--- src/rtl/pffi_pkg.sv ---
// Package for the PTP frame fault injector.
// Holds the rule word layout, cell and head control structs, codes and constants.
// No dependencies.
`default_nettype none
package pffi_pkg;

	localparam int RULES = 16;
	localparam int CNT_W = $clog2(RULES + 1);

	localparam logic [16:0] CNT_MAX   = 17'h1FFFF;
	localparam logic [31:0] LFSR_MASK = 32'h80200003;

	localparam logic [2:0] ACT_ADD   = 3'd0;
	localparam logic [2:0] ACT_CLEAR = 3'd1;
	localparam logic [2:0] ACT_DEL   = 3'd2;
	localparam logic [2:0] ACT_FRAME = 3'd3;
	localparam logic [2:0] ACT_TS    = 3'd4;

	localparam logic [2:0] KIND_SKIP = 3'd0;
	localparam logic [2:0] KIND_DUP  = 3'd1;
	localparam logic [2:0] KIND_SEQ  = 3'd2;
	localparam logic [2:0] KIND_SEND = 3'd3;
	localparam logic [2:0] KIND_TS   = 3'd4;

	localparam logic [2:0] VERD_NONE = 3'd0;
	localparam logic [2:0] VERD_SKIP = 3'd1;
	localparam logic [2:0] VERD_DUP  = 3'd2;
	localparam logic [2:0] VERD_SEQ  = 3'd3;
	localparam logic [2:0] VERD_SEND = 3'd4;

	typedef struct packed {
		logic [3:0]  typ;
		logic [3:0]  port;
		logic [7:0]  dom;
		logic [2:0]  kind;
		logic [16:0] rate;
		logic [15:0] rep;
		logic [15:0] gap;
		logic [15:0] offs;
		logic [16:0] ic;
		logic [16:0] rc;
	} rule_t;

	typedef enum logic [2:0] {
		OP_HOLD,
		OP_CLEAR,
		OP_ADD,
		OP_MARK,
		OP_COMPACT,
		OP_ROTATE
	} cell_op_t;

	typedef struct packed {
		cell_op_t   op;
		logic [3:0] del_type;
		rule_t      new_rule;
	} cell_ctl_t;

	typedef struct packed {
		logic [2:0] action;
		logic [3:0] typ;
		logic [3:0] port;
		logic [7:0] dom;
		logic       dom_any;
	} query_t;

	typedef struct packed {
		logic [2:0]  verdict;
		logic [15:0] nseq;
		logic        drop;
		logic        done;
		logic [31:0] lfsr;
	} acc_t;

	typedef enum logic [1:0] {
		ST_IDLE,
		ST_RUN,
		ST_DONE
	} state_t;

endpackage
`default_nettype wire

--- src/rtl/pffi_cell.sv ---
// One rule cell of the chain: holds a rule and its valid bit.
// Depends on pffi_pkg.
`default_nettype none
module pffi_cell (
	input  wire                  clk,
	input  wire                  arst_n,
	input  pffi_pkg::cell_ctl_t  ctl,
	input  wire                  prev_v,
	input  wire                  hole_in,
	input  pffi_pkg::rule_t      nxt,
	input  wire                  nxt_v,
	output pffi_pkg::rule_t      cur,
	output logic                 cur_v,
	output logic                 hole_out
);
	import pffi_pkg::*;

	rule_t d_q, d_n;
	logic  v_q, v_n;

	always_comb begin
		d_n      = d_q;
		v_n      = v_q;
		hole_out = hole_in | ~v_q;
		case (ctl.op)
			OP_HOLD: ;
			OP_CLEAR: v_n = 1'b0;
			OP_ADD: begin
				if (prev_v && !v_q) begin
					v_n = 1'b1;
					d_n = ctl.new_rule;
				end
			end
			OP_MARK: begin
				if (v_q && d_q.typ == ctl.del_type) v_n = 1'b0;
			end
			OP_COMPACT: begin
				if (hole_out) begin
					v_n = nxt_v;
					d_n = nxt;
				end
			end
			OP_ROTATE: begin
				v_n = nxt_v;
				d_n = nxt;
			end
			default: ;
		endcase
	end

	always_ff @(posedge clk or negedge arst_n) begin
		if (!arst_n) v_q <= 1'b0;
		else v_q <= v_n;
	end

	always_ff @(posedge clk) begin
		d_q <= d_n;
	end

	assign cur   = d_q;
	assign cur_v = v_q;

endmodule
`default_nettype wire

--- src/rtl/pffi_head.sv ---
// Head unit: evaluates the rule at the front of the chain, advances counters and LFSR.
// Depends on pffi_pkg.
`default_nettype none
module pffi_head (
	input  pffi_pkg::rule_t  hd,
	input  wire              hd_v,
	input  pffi_pkg::query_t qry,
	input  pffi_pkg::acc_t   acc_in,
	output pffi_pkg::rule_t  upd,
	output pffi_pkg::acc_t   acc_out
);
	import pffi_pkg::*;

	logic        is_frame, is_ts, aware, handled, match, dom_eq, apply;
	logic        fire, hit, use_rate;
	logic [31:0] lfsr_n;
	logic [16:0] ic, rc;

	function automatic logic [16:0] sat_inc(input logic [16:0] v);
		return (v < CNT_MAX) ? v + 17'd1 : v;
	endfunction

	always_comb begin
		is_frame = qry.action == ACT_FRAME;
		is_ts    = qry.action == ACT_TS;
		aware    = qry.typ inside {4'd0, 4'd8, 4'd11, 4'd12};
		handled  = aware || (qry.typ inside {4'd2, 4'd3, 4'd10});
		match    = hd_v && hd.typ == qry.typ && hd.port == qry.port;
		dom_eq   = hd.dom == qry.dom;

		if (hd.rate[16]) begin
			lfsr_n = acc_in.lfsr;
			fire   = 1'b1;
		end else begin
			lfsr_n = {1'b0, acc_in.lfsr[31:1]} ^ (acc_in.lfsr[0] ? LFSR_MASK : 32'd0);
			fire   = lfsr_n[31:16] <= hd.rate[15:0];
		end

		ic       = hd.ic;
		rc       = hd.rc;
		use_rate = 1'b0;
		if (hd.rep == 16'd0) begin
			hit      = fire;
			use_rate = 1'b1;
		end else if (rc == 17'd0) begin
			rc       = 17'd1;
			hit      = fire;
			use_rate = 1'b1;
		end else if (hd.gap == 16'd0) begin
			hit = rc < {1'b0, hd.rep};
			rc  = sat_inc(rc);
		end else if (ic < {1'b0, hd.gap}) begin
			ic  = sat_inc(ic);
			hit = 1'b0;
		end else begin
			ic  = 17'd0;
			hit = rc < {1'b0, hd.rep};
			rc  = sat_inc(rc);
		end

		apply = (is_frame && handled && match && !(aware && !dom_eq) && hd.kind <= KIND_SEND)
			|| (is_ts && !acc_in.done && match && hd.kind == KIND_TS
				&& (qry.dom_any || dom_eq));

		upd     = hd;
		acc_out = acc_in;
		if (apply) begin
			upd.ic = ic;
			upd.rc = rc;
			if (use_rate) acc_out.lfsr = lfsr_n;
		end
		if (is_frame && handled && match) acc_out.verdict = VERD_NONE;
		if (is_frame && apply && hit) begin
			case (hd.kind)
				KIND_SKIP: acc_out.verdict = VERD_SKIP;
				KIND_DUP:  acc_out.verdict = VERD_DUP;
				KIND_SEND: acc_out.verdict = VERD_SEND;
				KIND_SEQ: begin
					acc_out.verdict = VERD_SEQ;
					if (hd.offs == 16'd0) acc_out.nseq = acc_in.nseq ^ 16'h00FF;
					else acc_out.nseq = acc_in.nseq + hd.offs;
				end
				default: ;
			endcase
		end
		if (is_ts && apply) begin
			acc_out.drop = hit;
			acc_out.done = 1'b1;
		end
	end

endmodule
`default_nettype wire

--- src/rtl/ptp_frame_fault_injector_core.sv ---
// Sequencing: add and clear act on all cells together, and unknown actions leave them as they are;
// delete by type marks matching cells and then compacts the chain; frame and timestamp checks rotate the cell chain.
// Throughput: one word at a time; the next word is taken once the result is registered.
// Reset: arst_n clears all cell valid bits, the sequencer and the output valid; LFSR loads 1.
// Top level of the fault injector; depends on pffi_pkg, pffi_cell, pffi_head.
`default_nettype none
module ptp_frame_fault_injector_core (
	input  wire          clk,
	input  wire          arst_n,
	input  wire          cfg_we,
	input  wire  [31:0]  cfg_wdata,
	input  wire          s_tvalid,
	output logic         s_tready,
	// msg_type, port_index, domain, domain_any, fault_kind, fire_rate, repeat_limit,
	// gap_count, seq_offset, seq_id, zero pad
	input  wire  [103:0] s_tdata,
	// action
	input  wire  [2:0]   s_tuser,
	output logic         m_tvalid,
	input  wire          m_tready,
	// verdict, new_seq_id, drop_timestamp, status, zero pad
	output logic [23:0]  m_tdata
);
	import pffi_pkg::*;

	state_t      state_q, state_n;
	logic [CNT_W-1:0] cnt_q;
	logic        last;
	query_t      qry_q;
	rule_t       nrule_q;
	acc_t        acc_q, acc_head;
	logic        status_q;
	cell_ctl_t   ctl;
	rule_t       cur [RULES];
	logic        cur_v [RULES];
	logic        hole [RULES];
	rule_t       head_upd, tail_d;
	logic        tail_v;
	logic        accept, load_out;

	assign accept   = s_tvalid && s_tready;
	assign s_tready = state_q == ST_IDLE;

	always_comb begin
		case (qry_q.action)
			ACT_DEL:          last = cnt_q == CNT_W'(RULES);
			ACT_FRAME, ACT_TS: last = cnt_q == CNT_W'(RULES - 1);
			default:          last = 1'b1;
		endcase
	end

	always_comb begin
		state_n  = state_q;
		load_out = 1'b0;
		ctl.op       = OP_HOLD;
		ctl.del_type = qry_q.typ;
		ctl.new_rule = nrule_q;
		case (state_q)
			ST_IDLE: if (accept) state_n = ST_RUN;
			ST_RUN: begin
				case (qry_q.action)
					ACT_ADD:   if (!cur_v[RULES-1]) ctl.op = OP_ADD;
					ACT_CLEAR: ctl.op = OP_CLEAR;
					ACT_DEL:   ctl.op = (cnt_q == '0) ? OP_MARK : OP_COMPACT;
					ACT_FRAME, ACT_TS: ctl.op = OP_ROTATE;
					default:   ctl.op = OP_HOLD;
				endcase
				if (last) state_n = ST_DONE;
			end
			ST_DONE: begin
				if (!m_tvalid || m_tready) begin
					load_out = 1'b1;
					state_n  = ST_IDLE;
				end
			end
			default: state_n = ST_IDLE;
		endcase
	end

	assign tail_d = (ctl.op == OP_ROTATE) ? head_upd : cur[0];
	assign tail_v = (ctl.op == OP_ROTATE) ? cur_v[0] : 1'b0;

	genvar gi;
	generate
		for (gi = 0; gi < RULES; gi++) begin : g_cell
			rule_t n_d;
			logic  n_v, p_v, h_in;
			if (gi == RULES - 1) begin : g_tail
				assign n_d = tail_d;
				assign n_v = tail_v;
			end else begin : g_mid
				assign n_d = cur[gi+1];
				assign n_v = cur_v[gi+1];
			end
			if (gi == 0) begin : g_first
				assign p_v  = 1'b1;
				assign h_in = 1'b0;
			end else begin : g_rest
				assign p_v  = cur_v[gi-1];
				assign h_in = hole[gi-1];
			end
			pffi_cell u_cell (
				.clk      (clk),
				.arst_n   (arst_n),
				.ctl      (ctl),
				.prev_v   (p_v),
				.hole_in  (h_in),
				.nxt      (n_d),
				.nxt_v    (n_v),
				.cur      (cur[gi]),
				.cur_v    (cur_v[gi]),
				.hole_out (hole[gi])
			);
		end
	endgenerate

	pffi_head u_head (
		.hd      (cur[0]),
		.hd_v    (cur_v[0]),
		.qry     (qry_q),
		.acc_in  (acc_q),
		.upd     (head_upd),
		.acc_out (acc_head)
	);

	always_ff @(posedge clk or negedge arst_n) begin
		if (!arst_n) begin
			state_q   <= ST_IDLE;
			cnt_q     <= '0;
			m_tvalid  <= 1'b0;
			acc_q     <= '{verdict: VERD_NONE, nseq: 16'd0, drop: 1'b0, done: 1'b0,
				lfsr: 32'd1};
			status_q  <= 1'b0;
		end else begin
			state_q <= state_n;
			if (accept) begin
				cnt_q        <= '0;
				status_q     <= 1'b0;
				acc_q.verdict <= VERD_NONE;
				acc_q.nseq   <= s_tdata[100:85];
				acc_q.drop   <= 1'b0;
				acc_q.done   <= 1'b0;
			end else if (state_q == ST_RUN) begin
				cnt_q <= cnt_q + CNT_W'(1);
				if (qry_q.action == ACT_ADD && cur_v[RULES-1]) status_q <= 1'b1;
				if (ctl.op == OP_ROTATE) acc_q <= acc_head;
			end
			if (cfg_we) acc_q.lfsr <= (cfg_wdata == 32'd0) ? 32'd1 : cfg_wdata;
			if (load_out) m_tvalid <= 1'b1;
			else if (m_tready) m_tvalid <= 1'b0;
		end
	end

	always_ff @(posedge clk) begin
		if (accept) begin
			qry_q.action  <= s_tuser;
			qry_q.typ     <= s_tdata[3:0];
			qry_q.port    <= s_tdata[7:4];
			qry_q.dom     <= s_tdata[15:8];
			qry_q.dom_any <= s_tdata[16];
			nrule_q.typ   <= s_tdata[3:0];
			nrule_q.port  <= s_tdata[7:4];
			nrule_q.dom   <= s_tdata[15:8];
			nrule_q.kind  <= s_tdata[19:17];
			nrule_q.rate  <= s_tdata[36:20];
			nrule_q.rep   <= s_tdata[52:37];
			nrule_q.gap   <= s_tdata[68:53];
			nrule_q.offs  <= s_tdata[84:69];
			nrule_q.ic    <= '0;
			nrule_q.rc    <= '0;
		end
		if (load_out) begin
			m_tdata[2:0]   <= (qry_q.action == ACT_FRAME) ? acc_q.verdict : VERD_NONE;
			m_tdata[18:3]  <= (qry_q.action == ACT_FRAME) ? acc_q.nseq : 16'd0;
			m_tdata[19]    <= (qry_q.action == ACT_TS) ? acc_q.drop : 1'b0;
			m_tdata[20]    <= status_q;
			m_tdata[23:21] <= 3'd0;
		end
	end

endmodule
`default_nettype wire

--- config.mk ---
export PLATFORM = sky130hd
export DESIGN_NAME = ptp_frame_fault_injector_core
export DESIGN_NICKNAME = d
export VERILOG_FILES = /design/src/rtl/pffi_pkg.sv /design/src/rtl/pffi_cell.sv /design/src/rtl/pffi_head.sv /design/src/rtl/ptp_frame_fault_injector_core.sv
export SDC_FILE = /design/constraint.sdc
export NUM_CORES = 2
export LEC_CHECK = 0
export BUFFER_PORTS_ARGS = -buffer_cell sky130_fd_sc_hd__clkbuf_2
export CAP_MARGIN = 0
export CORE_MARGIN = 10
export CORE_UTILIZATION = 50
export CTS_CLUSTER_SIZE = 8
export DETAILED_ROUTE_END_ITERATION = 8
export PLACE_DENSITY_LB_ADDON = 0.08
export SYNTH_ARGS = -nofsm -noshare
export SYNTH_HDL_FRONTEND = slang
export SYNTH_SLANG_ARGS = --single-unit
--- constraint.sdc ---
create_clock -name clk -period 10.7 [get_ports clk]
set_input_delay 2.14 -clock clk [delete_from_list [all_inputs] [get_ports clk]]
set_output_delay 2.14 -clock clk [all_outputs]
set_load 0.05 [all_outputs]
==> results by group <==
Cells and area
  – Multi-input logic area: 20400 µm²
  – Final Instance Area: between 90000 and 100000 µm²
  – Fill cells: 13152
  – Final core utilization: 0.568
  – Ratio of cells with drive above 1 in the final layout: 0.106
  – Final Non-Filler Cells: 7852
  – Area growth syn-to-layout: 12.9%
  – Register Area: 61900 µm²
  – Nets: 5770

Clocking
  – Postcts setup bufs: 0
  – Worst skew pair latency: 0.92 ns
  – Clock-pin slew on the worst setup and hold paths: 0.05 ns
  – Hold-fix buffers at CTS: 0
  – H-Tree Depth: 5
  – Clock sinks: 2075
  – Resize count post-CTS: 0
  – CTS max path bufs: 4
  – TritonCTS clock tree: yes
  – Root buffer selected by CTS: clkbuf_16
  – CTS buffer count: 309

Critical path
  – Worst setup SP type: register
  – Crit path arrival time: 6.44 ns
  – Reg2Reg Launch Point: cnt_q[0]$_DFFE_PN0P_
  – Critical path required time: 11.19 ns
  – CP max FO: 55
  – CP Launch Point: cnt_q[0]$_DFFE_PN0P_
  – Critical path class: reg -> reg
  – Worst setup EP type: register

Timing
  – Post-route setup slack: 4.75 ns
  – Final Max Tran Viols: 0
  – Final TNS setup: 0 ns
  – Final Hold Viols: 0
  – Minimum clock period: between 5 and 6 ns
  – Slew HR: 0.110
  – Tcrit/Tclk final: 0.556
  – Slew at the pin with the worst max-slew slack: approximately 1.3 ns
  – Max Clock Freq: 168 MHz
  – Final setup violation count: 0
  – Unrepaired setup endpoints after global routing: no
  – Hold WS: 0.473 ns
  – Clock skew: just under 0.05 ns

Worst hold path
  – HP Start: g_cell[4].u_cell.cur[32]$_SDFFCE_PP0P_
  – Hold WC Path Type: reg -> reg

Placement
  – DP Area: approximately 87000 µm²
  – Gp weighted congestion: 0.806
  – Post-DP HPWL: just under 100000 µm
  – Post-Place Cells: 7452
  – Pre-CTS setup slack: 4.73 ns
  – I/O Buffers: between 150 and 200

Pwr
  – Leakage power: 39.0 nW
  – Max VDD drop: 0.252 mV
  – Psw: 7.45 mW
  – Pint: 18.7 mW
  – Clock share of power: 0.325
  – Total power: 26.1 mW
  – Comb pwr share: 0.203
  – Power Dens Cells: 275 nW/µm²
  – Register share of total power: 0.473
  – Switching share of total power: 0.285

Floorplan
  – Die height: between 400 and 500 µm
  – IO Count: 170
  – Initial core utilization: 0.503
  – Die W: 430 µm
  – # rows: 150
  – Die area: 185000 µm²
  – Placeable Area: 167000 µm²

Route
  – DR iter-0 viols: 4159
  – Average wire per standard cell: 23.9 µm
  – DRT Wirelength: 188000 µm
  – Vias per cell: 5.74
  – DRT Pass-1 Iters: 5
  – DRC viols: 0
  – Post-DRT Antenna Nets: 0
  – Via count: 45105

Synthesis
  – Synth cell count leaders: 1997 x edfxtp_1, 1359 x a21o_1, 602 x and2_1, 401 x clkbuf_1, 101 x nand2_1
  – Yosys cell types: 92
  – Number of synthesized flops with an enable pin: between 1500 and 2000
  – Most common cell in the synthesized netlist: edfxtp_1
  – Yosys warns: 0
  – Synth top area share: 0.713
  – Flops & latches, synth: 2075
  – Syn Inst Count: 5464
  – Asr flop ratio synth: 0.0376
  – Post-synthesis instance area: 84100 µm²
  – Sequential area share after synthesis: 0.736
  – Avg Inst Size Synth: 15.4 µm²
  – Synth area leader: edfxtp_1
  – Largest cells by area after synthesis: edfxtp_1 71%, a21o_1 12%, and2_1 4.5%
  – Top FF cell, synth: edfxtp_1

GRT
  – Initial antenna violation count: 4
  – Vias in the first global route: ~45000
  – Largest net degree at the start of global routing: 249
  – Gr ovfl total: 0
  – GRT Total Usage: 0.200
  – Global-route wire length before repair: 286000 µm

Run
  – Max-cap violations: 0

Run status
  – Status: finished, final reports clean
[final cells by class]
class,instances,area share
Sequential cell,2075,0.652
Timing Repair Buffer,223,0.0152
Inverter,72,0.00290
Tap cell,2204,0.0290
Antenna cell,3,0.0000790
Clock inverter,4,0.000369
Multi-Input combinational cell,2878,0.215
Clock buffer,393,0.0860
[cell families after synthesis]
kind of cell    count (synthesis)  share of synthesized area
other cells                     1                  0.0000446
simple gates                 1001                     0.0701
compound gates               1669                      0.145
buf+inv                       513                     0.0241
mux                            41                    0.00501
flops                        2075                      0.736
fa+ha+maj                      67                     0.0101
xor+xnor                       97                     0.0101
[critical path, stage by stage (launching register included)]
cell and delay, ns:
dfrtp_1 0.43, inv_1 0.10, ha_1 0.16, or4b_1 0.45, o21ai_1 0.30, a21o_4 0.68, nor4_4 0.15, and4_1 0.30
and4_1 0.27, and3_1 0.22, o21ai_1 0.15, o221a_4 0.68, buf_4 0.71, buf_4 0.87
[flip-flops by register name, indices dropped and copies added (netlist names)]
| signal | count |
|---|---|
| qry_q | 4 |
| g_cell.u_cell.cur_v | 16 |
| cnt_q | 5 |
| ctl | 84 |
| m_tdata | 21 |
| acc_q | 53 |
| state_q | 2 |
| m_tvalid | 1 |
| status_q | 1 |
| g_cell.u_cell.cur | 1888 |
[routing by layer]
metal,vias up,global-route usage,wire (µm)
met5,-,0,0
met4,0,0.0556,3990
met3,295,0.0351,9630
met2,1120,0.305,85600
met1,23192,0.295,88300
li1,20498,-,-
[power by group through the flow]
stage	logic [mW]	clock network, mW	registers, mW
after floorplan	3.64	0	12.6
after global placement	5.26	0	12.5
after detailed placement	5.35	0	12.5
after CTS	5.39	8.71	12.4
after global routing	5.84	9.05	12.5
final	5.30	8.48	12.4
[worst paths after layout]
check / to / slack [ns] / depth (start not counted)
max: g_cell[15].u_cell.cur[23]$_SDFFCE_PP0P_ / 4.75 / 13
min reg2reg: g_cell[3].u_cell.cur[32]$_SDFFCE_PP0P_ / 0.47 / 1
min in group asynchronous: m_tvalid$_DFFE_PN0P_ / 1.26 / 1
max reg2reg: g_cell[15].u_cell.cur[23]$_SDFFCE_PP0P_ / 4.75 / 13
min: g_cell[3].u_cell.cur[32]$_SDFFCE_PP0P_ / 0.47 / 1
max in group asynchronous: acc_q[12]$_DFFE_PN0P_ / 8.29 / 2
[layout by cell type (no fill, tap or decap), types with 13 or more instances in the layout]
cell type / count
o21ai_1: 22
a31oi_1: 15
nand3_1: 44
ha_1: 66
buf_4: 47
and2_1: 602
nor2_1: 62
mux2i_1: 32
o21ai_0: 81
edfxtp_1: 1997
nand2_1: 101
xor2_1: 67
clkbuf_16: 315
nand2b_1: 13
clkbuf_2: 162
a21oi_1: 77
dfrtp_1: 77
nor3_1: 20
and3_1: 31
xnor2_1: 30
buf_12: 14
inv_1: 71
a21o_1: 1359
nor4_1: 37
nand4_1: 20
clkbuf_1: 78
(Power assumes the default switching activity.)
